**src/design/psg_pkg.sv**
```systemverilog
`timescale 1ns / 1ps
// ----------------------------------------------------------------------------
// psg_pkg: shared types and constants
// Register map constants and the control/timer structs passed between the
// sound generator blocks.
// ----------------------------------------------------------------------------
package psg_pkg;

   // Full-address registers
   localparam logic [15:0] ADDR_GLOBAL_CTRL = 16'h9003;
   localparam logic [15:0] ADDR_SAW_RATE    = 16'hB000;
   localparam logic [15:0] ADDR_SAW_PER_LO  = 16'hB001;
   localparam logic [15:0] ADDR_SAW_PER_HI  = 16'hB002;

   // Pulse channel page select (address bits 15..12) and register offsets
   localparam logic [3:0]  PAGE_PULSE_ONE   = 4'h9;
   localparam logic [3:0]  PAGE_PULSE_TWO   = 4'hA;
   localparam logic [11:0] OFS_PULSE_CTRL   = 12'h000;
   localparam logic [11:0] OFS_PULSE_PER_LO = 12'h001;
   localparam logic [11:0] OFS_PULSE_PER_HI = 12'h002;

   localparam int NUM_PULSE   = 2;
   localparam logic [3:0] SAW_PHASE_WRAP = 4'd14;

   typedef struct packed {
      logic [NUM_PULSE-1:0][3:0]  pulse_volume;
      logic [NUM_PULSE-1:0][2:0]  pulse_duty;
      logic [NUM_PULSE-1:0]       pulse_duty_bypass;
      logic [NUM_PULSE-1:0]       pulse_enable;
      logic [NUM_PULSE-1:0][11:0] pulse_period;
      logic [5:0]                 saw_rate;
      logic [11:0]                saw_period;
      logic                       saw_enable;
      logic                       halt_flag;
      logic                       shift_by_four;
      logic                       shift_by_eight;
   } ctrl_type;

   typedef struct packed {
      logic [NUM_PULSE-1:0][3:0] pulse_step;
      logic [7:0]                saw_accum;
   } phase_type;

endpackage

```
**src/design/psg_regfile.sv**
```systemverilog
`timescale 1ns / 1ps
// ----------------------------------------------------------------------------
// psg_regfile: write-only channel registers
// Decodes bus writes by exact address match, with optional swap of
// address bits 0 and 1.
// ----------------------------------------------------------------------------
module psg_regfile (
   input  logic              clock,
   input  logic              reset,
   input  logic              wr_en,
   input  logic [15:0]       wr_addr,
   input  logic [7:0]        wr_data,
   input  logic              swap_addr_lines,
   output psg_pkg::ctrl_type ctrl
);
   import psg_pkg::*;

   ctrl_type    ctrl_ff;
   ctrl_type    ctrl_in;
   logic [15:0] addr_dec;
   logic        ch_hit;
   logic        ch_sel;

   assign addr_dec = swap_addr_lines ? {wr_addr[15:2], wr_addr[0], wr_addr[1]} : wr_addr;

   always_comb begin
      ctrl_in = ctrl_ff;
      ch_hit  = (addr_dec[15:12] == PAGE_PULSE_ONE) || (addr_dec[15:12] == PAGE_PULSE_TWO);
      ch_sel  = (addr_dec[15:12] == PAGE_PULSE_TWO);
      if (wr_en) begin
         if (addr_dec == ADDR_GLOBAL_CTRL) begin
            ctrl_in.halt_flag      = wr_data[0];
            ctrl_in.shift_by_four  = wr_data[1];
            ctrl_in.shift_by_eight = wr_data[2];
         end else if (addr_dec == ADDR_SAW_RATE) begin
            ctrl_in.saw_rate = wr_data[5:0];
         end else if (addr_dec == ADDR_SAW_PER_LO) begin
            ctrl_in.saw_period[7:0] = wr_data;
         end else if (addr_dec == ADDR_SAW_PER_HI) begin
            ctrl_in.saw_period[11:8] = wr_data[3:0];
            ctrl_in.saw_enable       = wr_data[7];
         end else if (ch_hit) begin
            case (addr_dec[11:0])
               OFS_PULSE_CTRL: begin
                  ctrl_in.pulse_volume[ch_sel]      = wr_data[3:0];
                  ctrl_in.pulse_duty[ch_sel]        = wr_data[6:4];
                  ctrl_in.pulse_duty_bypass[ch_sel] = wr_data[7];
               end
               OFS_PULSE_PER_LO: begin
                  ctrl_in.pulse_period[ch_sel][7:0] = wr_data;
               end
               OFS_PULSE_PER_HI: begin
                  ctrl_in.pulse_period[ch_sel][11:8] = wr_data[3:0];
                  ctrl_in.pulse_enable[ch_sel]       = wr_data[7];
               end
               default: begin
               end
            endcase
         end
      end
   end

   always_ff @(posedge clock) begin
      if (reset) begin
         ctrl_ff <= '0;
      end else begin
         ctrl_ff <= ctrl_in;
      end
   end

   assign ctrl = ctrl_ff;

endmodule

```
**src/design/psg_timers.sv**
```systemverilog
`timescale 1ns / 1ps
// ----------------------------------------------------------------------------
// psg_timers: period dividers and waveform sequencers
// Down-counters for the three channels, pulse duty steps and the saw
// phase/accumulator. Exposes the post-tick phase state for level output.
// ----------------------------------------------------------------------------
module psg_timers (
   input  logic               clock,
   input  logic               reset,
   input  logic               tick_en,
   input  psg_pkg::ctrl_type  ctrl,
   output psg_pkg::phase_type phase_next
);
   import psg_pkg::*;

   logic [NUM_PULSE-1:0][11:0] pulse_counter_ff, pulse_counter_in;
   logic [11:0]                saw_counter_ff, saw_counter_in;
   logic [3:0]                 saw_phase_ff, saw_phase_in;
   logic [3:0]                 saw_phase_inc;
   logic [7:0]                 saw_accum_add;
   phase_type                  phase_ff, phase_in;
   logic                       go;

   function automatic logic [11:0] reload_value(input logic [11:0] period,
                                                input logic s4, input logic s8);
      if (s8) begin
         return {8'd0, period[11:8]};
      end else if (s4) begin
         return {4'd0, period[11:4]};
      end
      return period;
   endfunction

   assign go = tick_en && !ctrl.halt_flag;

   always_comb begin
      pulse_counter_in = pulse_counter_ff;
      saw_counter_in   = saw_counter_ff;
      saw_phase_in     = saw_phase_ff;
      phase_in         = phase_ff;
      saw_phase_inc    = saw_phase_ff + 4'd1;
      saw_accum_add    = saw_phase_inc[0] ? phase_ff.saw_accum
                                          : phase_ff.saw_accum + {2'b00, ctrl.saw_rate};
      if (go) begin
         for (int ch = 0; ch < NUM_PULSE; ch++) begin
            if (pulse_counter_ff[ch] == 12'd0) begin
               pulse_counter_in[ch]    = reload_value(ctrl.pulse_period[ch],
                                                      ctrl.shift_by_four,
                                                      ctrl.shift_by_eight);
               phase_in.pulse_step[ch] = phase_ff.pulse_step[ch] + 4'd1;
            end else begin
               pulse_counter_in[ch] = pulse_counter_ff[ch] - 12'd1;
            end
         end
         if (saw_counter_ff == 12'd0) begin
            saw_counter_in = reload_value(ctrl.saw_period, ctrl.shift_by_four,
                                          ctrl.shift_by_eight);
            // wrap the 14-step sequence, clearing the accumulator
            if (saw_phase_inc >= SAW_PHASE_WRAP) begin
               saw_phase_in       = 4'd0;
               phase_in.saw_accum = 8'd0;
            end else begin
               saw_phase_in       = saw_phase_inc;
               phase_in.saw_accum = saw_accum_add;
            end
         end else begin
            saw_counter_in = saw_counter_ff - 12'd1;
         end
      end
   end

   always_ff @(posedge clock) begin
      if (reset) begin
         pulse_counter_ff <= '0;
         saw_counter_ff   <= '0;
         saw_phase_ff     <= '0;
         phase_ff         <= '0;
      end else begin
         pulse_counter_ff <= pulse_counter_in;
         saw_counter_ff   <= saw_counter_in;
         saw_phase_ff     <= saw_phase_in;
         phase_ff         <= phase_in;
      end
   end

   assign phase_next = phase_in;

endmodule

```
**src/design/psg_levels.sv**
```systemverilog
`timescale 1ns / 1ps
// ----------------------------------------------------------------------------
// psg_levels: channel levels and mix
// Gates each channel by enable and duty, and forms 2*p1 + 2*p2 + saw.
// ----------------------------------------------------------------------------
module psg_levels (
   input  psg_pkg::ctrl_type  ctrl,
   input  psg_pkg::phase_type phase,
   output logic [3:0]         pulse_one_level,
   output logic [3:0]         pulse_two_level,
   output logic [4:0]         saw_level,
   output logic [6:0]         mix_level
);
   import psg_pkg::*;

   logic [NUM_PULSE-1:0][3:0] lvl;

   always_comb begin
      for (int ch = 0; ch < NUM_PULSE; ch++) begin
         if (!ctrl.pulse_enable[ch]) begin
            lvl[ch] = 4'd0;
         end else if (ctrl.pulse_duty_bypass[ch] ||
                      ((4'd15 - phase.pulse_step[ch]) <= {1'b0, ctrl.pulse_duty[ch]})) begin
            lvl[ch] = ctrl.pulse_volume[ch];
         end else begin
            lvl[ch] = 4'd0;
         end
      end
   end

   assign pulse_one_level = lvl[0];
   assign pulse_two_level = lvl[1];
   assign saw_level       = ctrl.saw_enable ? phase.saw_accum[7:3] : 5'd0;
   assign mix_level       = {2'b00, lvl[0], 1'b0} + {2'b00, lvl[1], 1'b0}
                          + {2'b00, saw_level};

endmodule

```
**src/design/pulse_saw_sound_generator.sv**
```systemverilog
`timescale 1ns / 1ps
// ----------------------------------------------------------------------------
// pulse_saw_sound_generator: two pulse + one sawtooth sound generator
//
//   channel | ports                                  | moves
//   --------+----------------------------------------+------------------------
//   req     | req_valid, req_stall, mode/addr/data   | one write or one tick
//   rsp     | rsp_valid, rsp_stall, four level ports | one sample set per tick
//   csr     | csr_valid, csr_ready, csr_data         | address-swap bit
//
// One transfer per cycle sustained while the result channel is not stalled.
// Each item is held in the input register, is processed on the way into
// the result register, and a tick's sample is presented from there.
// Writes update the register file and produce no result.
// A stalled result holds only ticks; writes keep draining behind it.
// Synchronous reset clears all channel state and the swap bit.
// ----------------------------------------------------------------------------
module pulse_saw_sound_generator (
   input  logic        clock,
   input  logic        reset,
   // request channel
   input  logic        req_valid,
   output logic        req_stall,
   input  logic        req_mode,
   input  logic [15:0] req_addr,
   input  logic [7:0]  req_data,
   // result channel
   output logic        rsp_valid,
   input  logic        rsp_stall,
   output logic [3:0]  rsp_pulse_one_level,
   output logic [3:0]  rsp_pulse_two_level,
   output logic [4:0]  rsp_saw_level,
   output logic [6:0]  rsp_mix_level,
   // configuration write
   input  logic        csr_valid,
   output logic        csr_ready,
   input  logic        csr_data
);
   import psg_pkg::*;

   // input register
   logic        in_valid_ff, in_valid_in;
   logic        in_mode_ff;
   logic [15:0] in_addr_ff;
   logic [7:0]  in_data_ff;

   // result register
   logic        out_valid_ff, out_valid_in;
   logic [3:0]  out_p1_ff, out_p2_ff;
   logic [4:0]  out_saw_ff;
   logic [6:0]  out_mix_ff;

   logic        swap_ff;
   logic        retire;
   logic        req_take;
   ctrl_type    ctrl;
   phase_type   phase_next;
   logic [3:0]  p1_lvl, p2_lvl;
   logic [4:0]  saw_lvl;
   logic [6:0]  mix_lvl;

   // Retire the held item: writes always go, ticks need room in the
   // result register (empty, or draining this cycle).
   assign retire    = in_valid_ff && (!in_mode_ff || !out_valid_ff || !rsp_stall);
   assign req_stall = in_valid_ff && !retire;
   assign req_take  = req_valid && !req_stall;

   assign in_valid_in = req_stall ? in_valid_ff : req_valid;

   always_comb begin
      if (retire && in_mode_ff) begin
         out_valid_in = 1'b1;
      end else if (!rsp_stall) begin
         out_valid_in = 1'b0;
      end else begin
         out_valid_in = out_valid_ff;
      end
   end

   psg_regfile u_regfile (
      .clock           (clock),
      .reset           (reset),
      .wr_en           (retire && !in_mode_ff),
      .wr_addr         (in_addr_ff),
      .wr_data         (in_data_ff),
      .swap_addr_lines (swap_ff),
      .ctrl            (ctrl)
   );

   psg_timers u_timers (
      .clock      (clock),
      .reset      (reset),
      .tick_en    (retire && in_mode_ff),
      .ctrl       (ctrl),
      .phase_next (phase_next)
   );

   // Levels come from the post-tick phase state.
   psg_levels u_levels (
      .ctrl            (ctrl),
      .phase           (phase_next),
      .pulse_one_level (p1_lvl),
      .pulse_two_level (p2_lvl),
      .saw_level       (saw_lvl),
      .mix_level       (mix_lvl)
   );

   // control state
   always_ff @(posedge clock) begin
      if (reset) begin
         in_valid_ff  <= 1'b0;
         out_valid_ff <= 1'b0;
         swap_ff      <= 1'b0;
      end else begin
         in_valid_ff  <= in_valid_in;
         out_valid_ff <= out_valid_in;
         if (csr_valid && csr_ready) begin
            swap_ff <= csr_data;
         end
      end
   end

   // payload: capture request, hold result until transferred
   always_ff @(posedge clock) begin
      if (req_take) begin
         in_mode_ff <= req_mode;
         in_addr_ff <= req_addr;
         in_data_ff <= req_data;
      end
      if (retire && in_mode_ff) begin
         out_p1_ff  <= p1_lvl;
         out_p2_ff  <= p2_lvl;
         out_saw_ff <= saw_lvl;
         out_mix_ff <= mix_lvl;
      end
   end

   assign csr_ready           = 1'b1;
   assign rsp_valid           = out_valid_ff;
   assign rsp_pulse_one_level = out_p1_ff;
   assign rsp_pulse_two_level = out_p2_ff;
   assign rsp_saw_level       = out_saw_ff;
   assign rsp_mix_level       = out_mix_ff;

endmodule

```
**config.mk**
```make
export PLATFORM = sky130hd
export DESIGN_NAME = pulse_saw_sound_generator
export DESIGN_NICKNAME = d
export VERILOG_FILES = /design/src/design/psg_pkg.sv /design/src/design/psg_regfile.sv /design/src/design/psg_timers.sv /design/src/design/psg_levels.sv /design/src/design/pulse_saw_sound_generator.sv
export SDC_FILE = /design/constraint.sdc
export NUM_CORES = 1
export LEC_CHECK = 0
export ABC_AREA = 1
export BUFFER_PORTS_ARGS = -buffer_cell sky130_fd_sc_hd__buf_2
export CORE_AREA = 3 3 141 143
export DETAILED_ROUTE_END_ITERATION = 10
export DIE_AREA = 0 0 144 146
export HOLD_SLACK_MARGIN = 0.12
export PLACE_DENSITY = 0.66
export SLEW_MARGIN = 10
export SYNTH_ARGS = -nofsm -noshare
export SYNTH_HDL_FRONTEND = slang
export SYNTH_HIERARCHICAL = 1
export SYNTH_SLANG_ARGS = --single-unit
export TNS_END_PERCENT = 10
```
**constraint.sdc**
```tcl
create_clock -name clock -period 9.1 [get_ports clock]
set_input_delay 1.82 -clock clock [delete_from_list [all_inputs] [get_ports clock]]
set_output_delay 1.82 -clock clock [all_outputs]
set_load 0.01 [all_outputs]
```
==> metrics.csv, run 1 <==
metric;value;unit
status;completed;
holdBufCountCts;0;
overflow;0;
post_cts_resized;0;
max-vdd-ir-drop;135;uV
clkTransAtPathRegs;0.07;ns
ios;54;
place.gp.congestion;0.874;
wl;21100;um
vias;7750;
endpoint_kind;flop;
drive_gt1_share;15.1;%
cellPowerDensity;170;nW/um2
slew_headroom;25.2;%
fin_worst_skew;0.0169;ns
cts_made_buffers;17;
cts_tree;built;
hp-class;reg -> reg;
nets;1312;
total_leakage_power;4.46;nW
worst_ep_arrival_time;6.32;ns
clock_sinks;168;
start_util;49.5;%
drtIter0Drc;572;
required;9.29;ns
dr.pass1.iters;5;
tightest_slew;1.12;ns
finalSetupTns;0;ns
post_cts_buffers;0;
portBuffers;52;
grt_pass1_wl;36000;um
worstSetupPathType;in -> reg;
first_global_vias;7410;
ant_nets;0;
root_buffer;clkbuf_16;
max_cap_viol_count;0;
rsz0062_at_grt;no;
synth_nets;1275;
antenna_cells;0;
critPathLaunchType;input pin;
clock_latency;0.43;ns
synthCells;1211;
hold_viol;0;
core_area;18700;um2
syn_area_per_cell;7.65;um2
synthToLayoutAreaGrowth;9.47;%
worst_hold_slack;0.469;ns
max_freq;163;MHz
cts_buffer_depth;2;
die_height;146;um
dpl.hpwl;14900;um
grt_max_degree;65;
cts_max_level;4;
critPathMaxFanout;32;
antenna_found_initial;0;
period_share;67.3;%
syn_area;9270;um2
wl_per_cell;14.1;um
die_w;144;um
yosysWarningCount;6;
slew_viol_final;0;
drcViolationCount;0;
setup_violations;0;
via_per_inst;5.18;
fp.dieArea;21000;um2
min_period;6.12;ns
grtUsageTotal;21.0;%
row_count;50;
## where the power goes
part           leakage (nW)  internal [W]  switching, W
Combinational          2.77     0.0000797      0.000166
Sequential             1.43      0.000786     0.0000179
Clock                 0.260      0.000358      0.000317
## layout by cell type (no fill, tap or decap), types with 2 or more instances in the layout
master and instances:
fa_1 3, clkbuf_16 17, o211ai_1 4, nand2_1 247, a22o_1 3, a21oi_2 2
a21oi_1 115, nand3b_1 4, o21ai_1 19, o21ai_0 74, nor2_8 3, inv_6 4
clkinvlp_4 2, nand2_2 17, clkinv_4 4, xnor2_1 9, xor2_1 13, nand3_4 3
nor2_1 130, nand3_1 74, buf_2 52, nor2_2 22, ha_1 30, a31oi_1 6
inv_8 2, inv_2 19, nor3_1 6, buf_4 2, inv_1 136, nor3_4 4
nand3_2 7, clkbuf_1 3, nand4_1 16, nand2_4 3, nor2_4 19, edfxtp_1 45
dfxtp_1 123, a22oi_1 2, nor3_2 2
## cell type report
cell class                      instances  area [um2]
Timing Repair Buffer                   54         275
Fill cell                            1789        8560
Clock buffer                           20         437
Sequential cell                       168        3810
Multi-Input combinational cell        850        4620
Tap cell                              234         293
Inverter                              157         593
Clock inverter                         12         108
## routing by layer
metal	track usage [%]	part of all wire [%]
met5	0	0
met3	3.84	4.7
met4	4.99	1.4
met1	28.6	47
met2	34.5	47
## flip-flops by register name (all words and copies together), names as in the netlist, 4 cells and up
| register | count |
|---|---|
| u_regfile/ctrl | 64 |
| u_timers/saw_phase_ff | 4 |
| u_timers/pulse_counter_ff | 24 |
| rsp_pulse_two_level | 4 |
| in_addr_ff | 16 |
| u_timers/phase_ff | 16 |
| rsp_mix_level | 7 |
| rsp_saw_level | 5 |
| rsp_pulse_one_level | 4 |
| u_timers/saw_counter_ff | 12 |
| in_data_ff | 8 |
## critical path, stage by stage
cell      delay, ns
buf_2          0.10
nand2_1        0.08
nand3_1        0.09
inv_1          0.65
inv_1          0.17
nor2_4         0.14
inv_2          0.30
nor2_4         0.29
nand3b_1       0.13
nand2_1        0.08
inv_1          0.04
ha_1           0.28
nand2_1        0.08
nor2_1         0.05
nor2_1         0.22
a21oi_1        0.15
ha_1           0.25
fa_1           0.51
inv_1          0.06
fa_1           0.44
or2_0          0.25
nand3_1        0.09
nand2_1        0.05
## path summary, 6_finish.rpt
check                                                                 to  slack, ns  cells past startpoint                                      from
worst max-delay path                          rsp_mix_level[5]$_DFFE_PP_       2.98                     23                                 rsp_stall
worst min-delay path            u_timers/saw_counter_ff[11]$_SDFFE_PP0P_       0.47                      2  u_timers/saw_counter_ff[11]$_SDFFE_PP0P_
worst max register to register                rsp_mix_level[5]$_DFFE_PP_       4.14                     21                      in_mode_ff$_DFFE_PP_
worst min register to register  u_timers/saw_counter_ff[11]$_SDFFE_PP0P_       0.47                      2  u_timers/saw_counter_ff[11]$_SDFFE_PP0P_
## stage by stage
| step | utilization (%) | setup slack (ns) | total power, W | std cells | area (um2) |
|---|---|---|---|---|---|
| 4_1_cts | 54.2 | 2.96 | 0.00174 | 1495 | 10100 |
| 3_3_place_gp | 51.3 | 2.62 | 0.00106 | 1463 | 9600 |
| 2_1_floorplan | - | 3.44 | 0.00101 | 1211 | 9270 |
| 3_5_place_dp | 51.3 | 2.53 | 0.00106 | 1463 | 9600 |
| 5_1_grt | 54.2 | 2.52 | 0.00180 | 1495 | 10100 |
| 6_report | 54.2 | 2.98 | 0.00172 | 1495 | 10100 |
Power figures use the tool's default switching activity.
==> inputs of run 2 (changes only) <==
Settings changed: ABC_AREA 1 to 0, CORE_AREA 3 3 141 143 to 3 3 136 138, DIE_AREA 0 0 144 146 to 0 0 139 141, PLACE_DENSITY 0.66 to 0.69.
Clock period 9.1 ns to 5.6 ns, I/O delays scaled along.
==> run 2 against run 1 <==
  * Register-to-register slack got worse by 3.4 ns
  * Die area fell by 6.8%
  * Critical path depth fell by 5
  * Utilization rose by 1.1 points
  * Sequential share of layout area rose by 2.3 points
  * Hold slack improved by 0.010 ns
  * Via count fell by 13%
  * Design area fell by 5.7%
  * Flip-flop and latch count did not move
  * Clock skew fell by 0.0096 ns
  * Worst setup slack got worse by 2.3 ns
  * First-iteration DRC count fell by 12%
  * Critical endpoint unchanged
  * Highest routed layer unchanged
==> metrics.csv, run 2 <==
metric;value;unit;change
rsz0062_at_grt;no;;
max_freq;204;MHz;
min_period;4.89;ns;
slew_viol_final;0;;unchanged
antenna_cells;0;;unchanged
synth_nets;966;;-24%
final_cell_mix;dfxtp_1 (123), mux2i_1 (76), nor2_1 (63);;
critPathLaunchType;flop;;
reg2reg_depth;18;;-14%
max_cap_viol_count;0;;unchanged
finalSetupTns;0;ns;unchanged
worst_hold_slack;0.479;ns;+0.00997 ns
clock_latency;0.42;ns;about the same
row_count;48;;-4.0%
cts_made_buffers;17;;unchanged
worst_ep_arrival_time;5.07;ns;-1.25 ns
rr_startpoint;u_timers/pulse_counter_ff[0]$_SDFFE_PP0P_;;
via_per_inst;5.73;;+11%
dpl_worst_slack;0.371;ns;-2.16 ns
wl_per_cell;16.4;um;+16%
overflow;0;;unchanged
period_share;87.4;%;
clkTransAtPathRegs;0.07;ns;about the same
required;5.78;ns;-3.51 ns
dr.pass1.iters;5;;unchanged
clock_sinks;168;;unchanged
grt_max_degree;63;;-3.1%
synthCells;902;;-26%
dpl.hpwl;13500;um;-9.3%
layout_commonest_cell;dfxtp_1;;
grt_pass1_wl;32000;um;-11%
hold_viol;0;;unchanged
drive_gt1_share;13.3;%;-1.9 points
yosysWarningCount;6;;unchanged
max-vdd-ir-drop;220;uV;+63%
first_global_vias;6354;;-14%
ios;54;;unchanged
antenna_found_initial;0;;unchanged
holdCritStartpoint;u_regfile/ctrl[23]$_SDFFE_PP0P_;;
fin_worst_skew;0.00732;ns;-0.00962 ns
total_leakage_power;3.75;nW;-16%
syn_area;8580;um2;-7.5%
vias;6721;;-13%
largest_reg_flops;64;;unchanged
place_area;8990;um2;-6.4%
setup_violations;0;;unchanged
fp.dieArea;19600;um2;-6.8%
synthToLayoutAreaGrowth;11.5;%;
hp-class;reg -> reg;;
rr_endpoint;rsp_mix_level[5]$_DFFE_PP_;;
critPathMaxFanout;6;;-81%
core_area;17300;um2;-7.5%
grtUsageTotal;20.0;%;-0.98 points
drcViolationCount;0;;unchanged
ant_nets;0;;unchanged
cellPowerDensity;298;nW/um2;+75%
nets;999;;-24%
slew_headroom;33.8;%;+8.6 points
hold_end;u_regfile/ctrl[23]$_SDFFE_PP0P_;;
setup_ws;0.706;ns;-2.27 ns
hold_depth;2;;unchanged
root_buffer;clkbuf_16;;
post_cts_buffers;0;;unchanged
cts_buffer_depth;2;;unchanged
status;completed;;
holdBufCountCts;0;;unchanged
cts_max_level;4;;unchanged
start_util;49.6;%;about the same
wl;19200;um;-9.0%
drtIter0Drc;501;;-12%
worstSetupPathType;reg -> reg;;
finalInstanceArea;9570;um2;-5.7%
finalPower;0.00285;W;+65%
die_w;139;um;-3.5%
portBuffers;52;;unchanged
cts_tree;built;;
endpoint_kind;flop;;
regToRegSetupSlack;0.71;ns;-3.43 ns
place.gp.congestion;0.884;;+1.1%
die_height;141;um;-3.4%
syn_area_per_cell;9.51;um2;+24%
post_cts_resized;0;;unchanged
tightest_slew;0.993;ns;-0.128 ns
-- run 2: power breakdown --
part	switching (W)	leakage [nW]	internal [W]
registers	0.0000331	1.43	0.00128
clock network	0.000494	0.265	0.000661
logic	0.000233	2.05	0.000148
-- run 2: how the worst max path moves through the flow --
stage,to,startpoint,slack [ns],cells past startpoint
global route,rsp_mix_level[5]$_DFFE_PP_,u_timers/pulse_counter_ff[0]$_SDFFE_PP0P_,0.47,18
global placement,rsp_mix_level[5]$_DFFE_PP_,rsp_stall,0.45,18
finish,rsp_mix_level[5]$_DFFE_PP_,u_timers/pulse_counter_ff[0]$_SDFFE_PP0P_,0.71,18
floorplan,rsp_mix_level[5]$_DFFE_PP_,rsp_stall,0.06,18
detailed placement,rsp_mix_level[5]$_DFFE_PP_,rsp_stall,0.37,18
CTS,rsp_mix_level[5]$_DFFE_PP_,u_timers/pulse_counter_ff[0]$_SDFFE_PP0P_,0.75,18
-- run 2: per-stage QoR --
step,util (%),cells
global route,55.3,1173
finish,55.3,1173
CTS,55.3,1173
global placement,52.0,1141
floorplan,-,902
detailed placement,52.0,1141
-- run 2: area by class of cell --
class                           count  area, um2
Clock buffer                       19        433
Multi-Input combinational cell    653       4430
Timing Repair Buffer               63        343
Fill cell                        1557       7730
Inverter                           32        120
Sequential cell                   168       3810
Tap cell                          225        282
Clock inverter                     13        145
-- run 2: per-layer routing --
layer	GRT usage [%]	vias to the layer above	share of wire, %
li1	-	3331	-
met1	27.4	3168	47
met2	31.8	186	45
met3	3.36	36	4.8
met4	7.93	0	2.8
met5	0	-	0
-- run 2: worst max-delay path, stage by stage (launching register included) --
cell and delay, ns:
dfxtp_1 0.33, inv_1 0.12, ha_1 0.16, nor4b_1 0.58
nand2_1 0.31, nor2_1 0.25, mux2_2 0.37, inv_1 0.06
ha_1 0.23, a41o_1 0.19, a41oi_2 0.26, nor2_1 0.11
ha_1 0.24, fa_1 0.51, inv_1 0.06, fa_1 0.41
or2b_1 0.25, a21oi_2 0.13, xnor2_1 0.08
